### src/rtl/core/bmr_pkg.sv
// Shared types and constants for the boundary matrix reduction block.
// Used by bmr_ctrl, bmr_dp and flat_boundary_matrix_reduction; no dependencies.
package bmr_pkg;

	localparam int NSIMP = 64;
	localparam int IDX_W = 6;
	localparam int CNT_W = 7;
	localparam int DIM_W = 3;

	typedef struct packed {
		logic [DIM_W-1:0] simplex_dim;
		logic [NSIMP-1:0] face_mask;
		logic             last_column;
	} column_t;

	typedef struct packed {
		logic [DIM_W-1:0] pair_dim;
		logic [IDX_W-1:0] birth_index;
		logic [IDX_W-1:0] death_index;
		logic             death_infinite;
		logic             last_pair;
	} pair_t;

	// Controller to datapath commands
	typedef struct packed {
		logic load;
		logic idx_clr;
		logic idx_inc;
		logic rd_owner;
		logic col_load;
		logic col_xor;
		logic low_cap;
		logic claim;
		logic col_wb;
		logic emit_fin;
		logic emit_inf;
		logic flush;
	} cmd_t;

	// Datapath to controller status
	typedef struct packed {
		logic col_zero;
		logic owned;
		logic idx_end;
		logic rd_zero;
		logic marked;
	} status_t;

	typedef enum logic [11:0] {
		ST_LOAD  = 12'b0000_0000_0001,
		ST_R_RD  = 12'b0000_0000_0010,
		ST_R_LD  = 12'b0000_0000_0100,
		ST_R_LOW = 12'b0000_0000_1000,
		ST_R_OWN = 12'b0000_0001_0000,
		ST_R_CHK = 12'b0000_0010_0000,
		ST_R_XOR = 12'b0000_0100_0000,
		ST_E_RD  = 12'b0000_1000_0000,
		ST_E_CHK = 12'b0001_0000_0000,
		ST_I_RD  = 12'b0010_0000_0000,
		ST_I_CHK = 12'b0100_0000_0000,
		ST_FLUSH = 12'b1000_0000_0000
	} state_t;

endpackage

### src/rtl/core/bmr_ctrl.sv
// Sequencer for load, reduction, finite-pair and essential-pair passes.
// Depends on bmr_pkg (cmd_t, status_t, state_t).
module bmr_ctrl (
	input  logic             clk,
	input  logic             arst_n,
	input  logic             start,
	input  logic             last_column,
	input  bmr_pkg::status_t status,
	output bmr_pkg::cmd_t    cmd,
	output logic             busy
);

	bmr_pkg::state_t state_q, state_d;

	always_ff @(posedge clk or negedge arst_n) begin
		if (!arst_n) begin
			state_q <= bmr_pkg::ST_LOAD;
		end else begin
			state_q <= state_d;
		end
	end

	assign busy = (state_q != bmr_pkg::ST_LOAD);

	always_comb begin
		state_d = state_q;
		cmd     = '0;
		case (state_q)
			bmr_pkg::ST_LOAD: begin
				if (start) begin
					cmd.load = 1'b1;
					if (last_column) begin
						cmd.idx_clr = 1'b1;
						state_d     = bmr_pkg::ST_R_RD;
					end
				end
			end
			bmr_pkg::ST_R_RD: begin
				state_d = bmr_pkg::ST_R_LD;
			end
			bmr_pkg::ST_R_LD: begin
				cmd.col_load = 1'b1;
				state_d      = bmr_pkg::ST_R_LOW;
			end
			bmr_pkg::ST_R_LOW: begin
				if (status.col_zero) begin
					cmd.col_wb = 1'b1;
					if (status.idx_end) begin
						cmd.idx_clr = 1'b1;
						state_d     = bmr_pkg::ST_E_RD;
					end else begin
						cmd.idx_inc = 1'b1;
						state_d     = bmr_pkg::ST_R_RD;
					end
				end else begin
					cmd.low_cap = 1'b1;
					state_d     = bmr_pkg::ST_R_OWN;
				end
			end
			bmr_pkg::ST_R_OWN: begin
				state_d = bmr_pkg::ST_R_CHK;
			end
			bmr_pkg::ST_R_CHK: begin
				if (status.owned) begin
					cmd.rd_owner = 1'b1;
					state_d      = bmr_pkg::ST_R_XOR;
				end else begin
					cmd.claim  = 1'b1;
					cmd.col_wb = 1'b1;
					if (status.idx_end) begin
						cmd.idx_clr = 1'b1;
						state_d     = bmr_pkg::ST_E_RD;
					end else begin
						cmd.idx_inc = 1'b1;
						state_d     = bmr_pkg::ST_R_RD;
					end
				end
			end
			bmr_pkg::ST_R_XOR: begin
				cmd.col_xor = 1'b1;
				state_d     = bmr_pkg::ST_R_LOW;
			end
			bmr_pkg::ST_E_RD: begin
				state_d = bmr_pkg::ST_E_CHK;
			end
			bmr_pkg::ST_E_CHK: begin
				cmd.emit_fin = !status.rd_zero;
				if (status.idx_end) begin
					cmd.idx_clr = 1'b1;
					state_d     = bmr_pkg::ST_I_RD;
				end else begin
					cmd.idx_inc = 1'b1;
					state_d     = bmr_pkg::ST_E_RD;
				end
			end
			bmr_pkg::ST_I_RD: begin
				state_d = bmr_pkg::ST_I_CHK;
			end
			bmr_pkg::ST_I_CHK: begin
				cmd.emit_inf = !status.marked;
				if (status.idx_end) begin
					state_d = bmr_pkg::ST_FLUSH;
				end else begin
					cmd.idx_inc = 1'b1;
					state_d     = bmr_pkg::ST_I_RD;
				end
			end
			bmr_pkg::ST_FLUSH: begin
				cmd.flush   = 1'b1;
				cmd.idx_clr = 1'b1;
				state_d     = bmr_pkg::ST_LOAD;
			end
			default: begin
				state_d = bmr_pkg::ST_LOAD;
			end
		endcase
	end

endmodule

### config.mk
export PLATFORM = sky130hd
export DESIGN_NAME = bmr_ctrl
export DESIGN_NICKNAME = d
export VERILOG_FILES = /design/src/rtl/core/bmr_pkg.sv /design/src/rtl/core/bmr_ctrl.sv
export SDC_FILE = /design/constraint.sdc
export NUM_CORES = 1
export LEC_CHECK = 0
export BUFFER_PORTS_ARGS = -buffer_cell sky130_fd_sc_hd__buf_2
export CORE_MARGIN = 2
export CORE_UTILIZATION = 51
export CTS_CLUSTER_DIAMETER = 80
export CTS_CLUSTER_SIZE = 40
export DETAILED_ROUTE_END_ITERATION = 6
export PLACE_DENSITY = 0.77
export REMOVE_ABC_BUFFERS = 1
export SETUP_SLACK_MARGIN = 0.5
export SLEW_MARGIN = 20
export SYNTH_ARGS = -nofsm -noshare
export SYNTH_HDL_FRONTEND = slang
export SYNTH_SLANG_ARGS = --single-unit
### constraint.sdc
create_clock -name clk -period 2.1 [get_ports clk]
set_input_delay 0.315 -clock clk [delete_from_list [all_inputs] [get_ports clk]]
set_output_delay 0.315 -clock clk [all_outputs]
set_load 0.1 [all_outputs]
==> results by group, run 1 <==
Placed design
  – Cells after DPL: 149
  – GPL Wtd Cong: 0.861
  – DP HPWL: ~2000 um
  – IO buf count: 21
  – Pre-CTS setup slack: -0.0336 ns

Synthesis
  – Top cells by area, synth: dfrtp_1 33%, nor4_1 6.0%, nor2_1 5.8%
  – Synth Flop Type: dfrtp_1
  – YS warnings: 0
  – Post-synth top cells: 13 x nor2_1, 11 x dfrtp_1, 8 x nand2_1, 8 x nor4_1, 6 x inv_1
  – Yosys cell types: 34
  – Synth async-reset ratio: 1.00
  – Synthesized area: roughly 840 um2
  – Synth top area share: 0.327
  – Post-synthesis sequential area ratio: 0.359
  – Synth Area per Inst: 8.49 um2
  – Largest area contributor in the netlist: dfrtp_1
  – Number of synthesized flops with an enable pin: 0
  – Synth Register Bits: 12
  – Syn Inst Count: 99
  – Most frequent cell after synthesis: nor2_1

Die
  – Die height: between 40 and 50 um
  – # rows: 14
  – Initial Util: 0.552
  – I/O pin count: 22
  – Die width: 44.6 um

Clock network
  – Hold_buf cts: 1
  – Clk buf depth: 2
  – CTS Sinks: 12
  – Post_cts resized: 33
  – CTS Root Cell: clkbuf_4
  – H-tree depth: 1
  – Post-CTS Setup Bufs: 6
  – Num CTS Buffers: 3

Status
  – Failing step: clock tree synthesis (4_1_cts)
  – Stop err: [ERROR DPL-0033] detailed placement checks failed during check placement.
  – Outcome: stopped before the end
-- through the flow --
stage | instance area (um2) | TNS [ns]
3_3_place_gp | 1260 | 0
3_5_place_dp | 1260 | -0.0394
2_1_floorplan | 808 | -10.15
-- cell families after synthesis --
kind of cell	after synthesis	synth area share
buffers and inverters	12	0.0655
DFF	12	0.359
muxes	1	0.0119
AOI/OAI and AO/OA	10	0.0863
and+or+nand+nor	61	0.446
xor gates and xnor gates	3	0.0313
==> run 2, diff against run 1 <==
- CORE_AREA: not set -> 2 2 63 65
- CORE_MARGIN: 2 -> not set
- CORE_UTILIZATION: 51 -> not set
- CTS_CLUSTER_DIAMETER: 80 -> not set
- CTS_CLUSTER_SIZE: 40 -> not set
- DIE_AREA: not set -> 0 0 65 67
- PLACE_DENSITY: 0.77 -> not set
- PLACE_DENSITY_LB_ADDON: not set -> 0.15
- SETUP_SLACK_MARGIN: 0.5 -> not set
==> run 2 against run 1 <==
  * The flow now finishes, with violations (setup timing)
  * Synthesized cell count is the same
  * Area after synthesis is the same
==> results by group, run 2 <==
STA
  – Setup slack after layout: -0.156 ns
  – F_max: 443 MHz
  – RSZ-0062 raised after global routing: true
  – Worst-margin pin slew: around 0.45 ns
  – Slew HR: 0.689
  – Clk_skew: around 0.0015 ns
  – Fin. Hold Viols: 0
  – Tcrit/Tclk final: 1.07
  – Minimum clock period: 2.26 ns
  – Final setup fails: 7
  – Final max-slew violation count: 0

Synthesis
  – Synth top area share: 0.327 (unchanged)
  – Top cells by area, synth: dfrtp_1 33%, nor4_1 6.0%, nor2_1 5.8% (unchanged)
  – Synth async-reset ratio: 1.00 (unchanged)
  – Post-synth top cells: 13 x nor2_1, 11 x dfrtp_1, 8 x nand2_1, 8 x nor4_1, 6 x inv_1 (unchanged)
  – Number of synthesized flops with an enable pin: 0 (unchanged)
  – Synth Register Bits: 12 (unchanged)
  – Most frequent cell after synthesis: nor2_1 (unchanged)
  – Synth Area per Inst: 8.49 um2 (unchanged)
  – Syn Inst Count: 99 (unchanged)
  – Post-synthesis sequential area ratio: 0.359 (unchanged)
  – Yosys cell types: 34 (unchanged)
  – Synth Flop Type: dfrtp_1 (unchanged)
  – Largest area contributor in the netlist: dfrtp_1 (unchanged)
  – YS warnings: 0 (unchanged)
  – Synthesized area: 841 um2 (unchanged)

Power and ir drop
  – Worst VDD drop: 0.000968 V
  – Power per cell area: around 900 mW/mm2
  – NetSw: 648 uW
  – Leak pwr: approximately 0.00070 uW
  – Comb power frac: 0.630
  – Clock share of power: 0.160
  – Sw Share: 0.437
  – Sequential Power Share: 0.211
  – Pint: around 840 uW

Clock network
  – H-tree depth: 1 (unchanged)
  – CTS tree: done
  – Worst-path clk slew: around 0.060 ns
  – Worst skew pair latency: between 0.2 and 0.3 ns
  – Num CTS Buffers: 3 (unchanged)
  – Clk buf depth: 2 (unchanged)
  – CTS Root Cell: clkbuf_8 (was clkbuf_4)
  – CTS Sinks: 12 (unchanged)

Setup path
  – Worst r2r dst: state_q[1]
  – R2R setup slack: 0 ns
  – CP required: 1.78 ns
  – Crit path DAT: slightly below 2 ns
  – CP Class: flop to output port
  – Crit-path max FO: 3
  – Reg2Reg Depth: 10
  – Startpoint types: flop
  – Crit path max-delay family: simple AND/OR/NAND/NOR gates
  – CP peak stage delay: approximately 0.5 ns
  – Critical path, cell by cell: nor4_4 -> nand2_2 -> or4_4 -> a21oi_4 -> buf_12
  – Crit end category: output port
  – Buffers plus inverters on the worst setup path: 1
  – Reg2Reg Launch Point: state_q[2]
  – Cell at the slowest stage of the critical path: or4_4

Placed design
  – DP HPWL: 2030 um (was 2010 um)
  – GPL Wtd Cong: 0.832 (was 0.861)
  – DP Area: 0.00133 mm2 (was 0.00126 mm2)
  – Cells after DPL: 186 (was 149)
  – Pre-CTS setup slack: -0.0122 ns (was -0.0336 ns)
  – IO buf count: 21 (unchanged)

Final layout
  – Most flops, register: state_q
  – Ant diodes: 0
  – Non-Filler Instances: 203
  – Nets: around 170
  – Most common cell after layout, fill and taps aside: buf_4
  – Commonest non-fill, non-tap cells in the layout: 33 x buf_4, 14 x buf_12, 11 x nor2_1
  – Final Cell Area: about 0.0017 mm2
  – Top Registers: state_q (12)
  – Layout cells sized above 1: 0.600
  – P&R area growth vs syn: 98.5%
  – Number of flip-flops in the largest register: 12
  – Fillers: 340

Die
  – Initial Util: 0.233 (was 0.552)
  – Die height: 67 um (was 44.6 um)
  – Core area: around 0.0036 mm2
  – # rows: 22 (was 14)
  – I/O pin count: 22 (unchanged)
  – Die area: between 0.004 and 0.005 mm2
  – Die width: 65 um (was 44.6 um)

Detailed routing
  – Via Count: ~950
  – Drt wl/cell: between 10 and 15 um
  – Remaining DRCs: 0
  – DRT Wirelength: about 2700 um
  – Number of DRC markers in iteration 0: 27
  – Post-DRT Antenna Nets: 0
  – Vias per cell: approximately 4.7
  – 1st-pass router iterations: 4

GRT
  – Gr ovfl total: 0
  – GRT Total Usage: 0.145
  – Largest net degree at the start of global routing: 13
  – Vias in the first global route: 966
  – Initial antenna violation count: 0
  – First-pass GRT wire length: around 4600 um

Worst hold path
  – WHS Path Cells: 2
  – Tightest Hold Check Type: primary input to flop
  – Worst hold endpoint: state_q[4]
  – Min-delay src: status[4]

Status
  – Failing checks: setup timing
  – Outcome: finished with violations (was stopped before the end)

Run
  – # Max-Cap Violations: 0
[run 2: cell counts after synthesis]
Identical to the previous run, type by type.
[run 2: how the worst max path moves through the flow]
stage,start,cells past startpoint,end
2_1_floorplan,state_q[8],3,cmd[7]
3_3_place_gp,state_q[2],6,cmd[10]
3_5_place_dp,state_q[2],6,cmd[10]
4_1_cts,state_q[0],5,cmd[10]
5_1_grt,state_q[2],6,cmd[10]
6_report,state_q[1],5,cmd[9]
[run 2: power by group through the flow]
stage               logic, uW  registers, uW  clock network (uW)
floorplan                 408            320                   0
global placement          673            310                   0
detailed placement        673            312                   0
CTS                       884            316                 231
global route              988            317                 251
finish                    934            313                 237
[run 2: stage by stage]
step                total power [uW]  TNS, ns  hold WS [ns]  utilization
floorplan                        727   -10.15        0.0194            -
CTS                             1430   -0.599         0.278        0.446
global route                    1560    -1.29         0.313        0.463
finish                          1480   -0.546         0.299        0.463
global placement                 982  -0.0304         0.234        0.370
detailed placement               985  -0.0122         0.225        0.370
[run 2: cells by family (layout without fill, tap and decap cells)]
kind of cell    Yosys count  in the layout  share of synthesized area
compound gates           10             10                     0.0863
mux                       1              1                     0.0119
xor+xnor                  3              3                     0.0313
flops                    12             12                      0.359
buf+inv                  12             68                     0.0655
simple gates             61             61                      0.446
[run 2: cell type report]
cell class | instances | area [um2] | area share
Tap cell | 48 | 60.1 | 0.0360
Clock buffer | 4 | 45.0 | 0.0270
Inverter | 6 | 27.5 | 0.0165
Sequential cell | 12 | 309 | 0.185
Multi-Input combinational cell | 75 | 627 | 0.376
Timing Repair Buffer | 58 | 601 | 0.360
[run 2: timing repair]
action | CTS | global route
hold endpoints to repair | 11 | 0
pin swaps | 6 | 7
buffers inserted | 10 | 2
hold buffers | 1 | 0
endpoints found under the setup margin | 11 | 12
resized for setup | 33 | 9
[run 2: metal layers]
metal | GRT usage | share of wire
met4 | 0.0878 | 0.023
met3 | 0.0203 | 0.027
met2 | 0.236 | 0.48
met1 | 0.182 | 0.47
met5 | 0 | 0
Note: power is estimated with default switching activity, not from simulation.
==> run 3, diff against run 2 <==
- RECOVER_POWER: not set -> 50
==> run 3 against run 2 <==
  * The flow still finishes with violations (setup timing)
  * Global-route usage unchanged
  * Count of clock-buffer cells in the layout unchanged
  * Sequential cell count unchanged
  * Final cell count unchanged
  * Register-to-register slack barely moved
  * Clock power is essentially flat
  * Critical endpoint unchanged
  * Largest cell class unchanged
  * Highest routed layer unchanged
==> results by group, run 3 (synthesis results as in run 2) <==
Clock network
  – CTS tree: done (unchanged)
  – Num CTS Buffers: 3 (unchanged)
  – CTS Root Cell: clkbuf_8 (unchanged)
  – Worst-path clk slew: 0.06 ns (about the same)
  – CTS Sinks: 12 (unchanged)
  – Clk buf depth: 2 (unchanged)
  – Worst skew pair latency: 0.25 ns (about the same)
  – H-tree depth: 1 (unchanged)

Status
  – Outcome: finished with violations (unchanged)
  – Failing checks: setup timing (unchanged)

Final layout
  – Layout cells sized above 1: 0.594 (was 0.600)
  – Nets: 165 (unchanged)
  – P&R area growth vs syn: 98.4% (was 98.5%)
  – Number of flip-flops in the largest register: 12 (unchanged)
  – Most flops, register: state_q (unchanged)
  – Top Registers: state_q (12) (unchanged)
  – Final Cell Area: 0.00167 mm2 (about the same)
  – Most common cell after layout, fill and taps aside: buf_4 (unchanged)
  – Ant diodes: 0 (unchanged)
  – Fillers: 341 (was 340)
  – Commonest non-fill, non-tap cells in the layout: 33 x buf_4, 14 x buf_12, 11 x nor2_1 (unchanged)

Detailed routing
  – Via Count: 947 (unchanged)
  – Drt wl/cell: 13.4 um (about the same)
  – 1st-pass router iterations: 4 (unchanged)
  – Top sig layer: met4 (unchanged)
  – Vias per cell: 4.67 (unchanged)
  – Met3 wire len: 74 um (unchanged)
  – DRT Wirelength: 2730 um (about the same)
  – Wl on met1: 1280 um (about the same)
  – Number of DRC markers in iteration 0: 27 (unchanged)
  – Remaining DRCs: 0 (unchanged)
  – Post-DRT Antenna Nets: 0 (unchanged)
  – WL met2: 1310 um (unchanged)

Setup path
  – Critical path, cell by cell: nor4_4 -> nand2_2 -> or4_4 -> a21oi_4 -> buf_12 (unchanged)
  – Crit path DAT: 1.94 ns (about the same)
  – Crit end category: output port (unchanged)
  – CP Class: flop to output port (unchanged)
  – Buffers plus inverters on the worst setup path: 1 (unchanged)
  – Startpoint types: flop (unchanged)
  – CP required: 1.78 ns (about the same)
  – Crit-path max FO: 3 (unchanged)
  – Cell at the slowest stage of the critical path: or4_4 (unchanged)
  – CP peak stage delay: 0.50 ns (about the same)
  – Crit path max-delay family: simple AND/OR/NAND/NOR gates (unchanged)
  – R2R setup slack: 0 ns (about the same)

Worst hold path
  – Tightest Hold Check Type: primary input to flop (unchanged)

Power and ir drop
  – Pwr Total: 1480 uW (about the same)
  – NetSw: 648 uW (about the same)
  – Sequential Power Share: 0.211 (about the same)
  – Comb power frac: 0.630 (about the same)
  – Power per cell area: 889 mW/mm2 (was 888 mW/mm2)
  – Pint: 835 uW (about the same)
  – Leak pwr: 0.000699 uW (was 0.000702 uW)
  – Sw Share: 0.437 (about the same)
  – Clock share of power: 0.160 (about the same)
  – Worst VDD drop: 0.000968 V (unchanged)

Placed design
  – Pre-CTS setup slack: -0.0122 ns (unchanged)
  – DP Area: 0.00133 mm2 (unchanged)
  – GPL Wtd Cong: 0.832 (unchanged)
  – IO buf count: 21 (unchanged)
  – DP HPWL: 2030 um (unchanged)

STA
  – RSZ-0062 raised after global routing: true (unchanged)
  – F_max: 443 MHz (unchanged)
  – Minimum clock period: 2.26 ns (unchanged)
  – Setup slack after layout: -0.156 ns (unchanged)
  – Tcrit/Tclk final: 1.07 (unchanged)
  – Clk_skew: 0.00151 ns (unchanged)
  – Slew HR: 0.529 (was 0.689)
  – Fin. Hold Viols: 0 (unchanged)
  – Final max-slew violation count: 0 (unchanged)
  – Worst-margin pin slew: 0.707 ns (was 0.455 ns)
  – Final setup fails: 7 (unchanged)

Die
  – I/O pin count: 22 (unchanged)
  – Initial Util: 0.233 (unchanged)
  – Die height: 67 um (unchanged)
  – Core area: 0.00361 mm2 (unchanged)
  – Die area: 0.00436 mm2 (unchanged)
  – Die width: 65 um (unchanged)
  – # rows: 22 (unchanged)

GRT
  – Initial antenna violation count: 0 (unchanged)
  – GRT Total Usage: 0.145 (unchanged)
  – Vias in the first global route: 966 (unchanged)
  – Largest net degree at the start of global routing: 13 (unchanged)
  – Gr ovfl total: 0 (unchanged)
  – First-pass GRT wire length: 4640 um (unchanged)

Run
  – # Max-Cap Violations: 0 (unchanged)
-- run 3: cell type report --
class                           instances  area [um2]  share of cell area
Timing Repair Buffer                   58         599               0.359
Tap cell                               48        60.1              0.0360
Sequential cell                        12         309               0.185
Inverter                                6        27.5              0.0165
Multi-Input combinational cell         75         627               0.376
Clock buffer                            4        45.0              0.0270
-- run 3: layer usage --
metal  GRT usage  up-vias
li1            -      483
met1       0.182      446
met2       0.236       13
met3      0.0203        5
met4      0.0878        0
met5           0        -
-- run 3: what timing repair did --
action,CTS,global route
resized for setup,33,9
hold buffers,1,0
setup buffers,10,2
pin swaps,6,7
endpoints found under the setup margin,11,12
endpoints found under the hold margin,11,0
-- run 3: final timing paths --
kind	from	to	cells after the start
max in group asynchronous	arst_n	state_q[1]	2
min in group asynchronous	arst_n	state_q[8]	2
min reg2reg	state_q[9]	state_q[9]	2
max	state_q[1]	cmd[9]	5
max reg2reg	state_q[2]	state_q[1]	10
min	status[4]	state_q[4]	2
-- run 3: power groups by stage --
stage	registers [uW]	clock network [uW]	logic (uW)
3_3_place_gp	310	0	673
6_report	313	237	933
2_1_floorplan	320	0	408
3_5_place_dp	312	0	673
5_1_grt	317	251	988
4_1_cts	316	231	884
-- run 3: through the flow --
step / hold WS [ns] / setup TNS [ns] / instances / util
4_1_cts: 0.278 / -0.599 / 201 / 0.446
2_1_floorplan: 0.0194 / -10.15 / 93 / -
3_5_place_dp: 0.225 / -0.0122 / 186 / 0.370
5_1_grt: 0.313 / -1.29 / 203 / 0.463
3_3_place_gp: 0.234 / -0.0304 / 186 / 0.370
6_report: 0.299 / -0.546 / 203 / 0.463
-- run 3: worst register-to-register path, stage by stage (launching register included) --
cell and delay (ns):
dfrtp_2 0.45, buf_6 0.14, nor4_4 0.27, nand4b_1 0.21
buf_4 0.19, buf_4 0.12, buf_4 0.12, buf_4 0.12
buf_4 0.12, a21oi_1 0.19, o21a_1 0.13
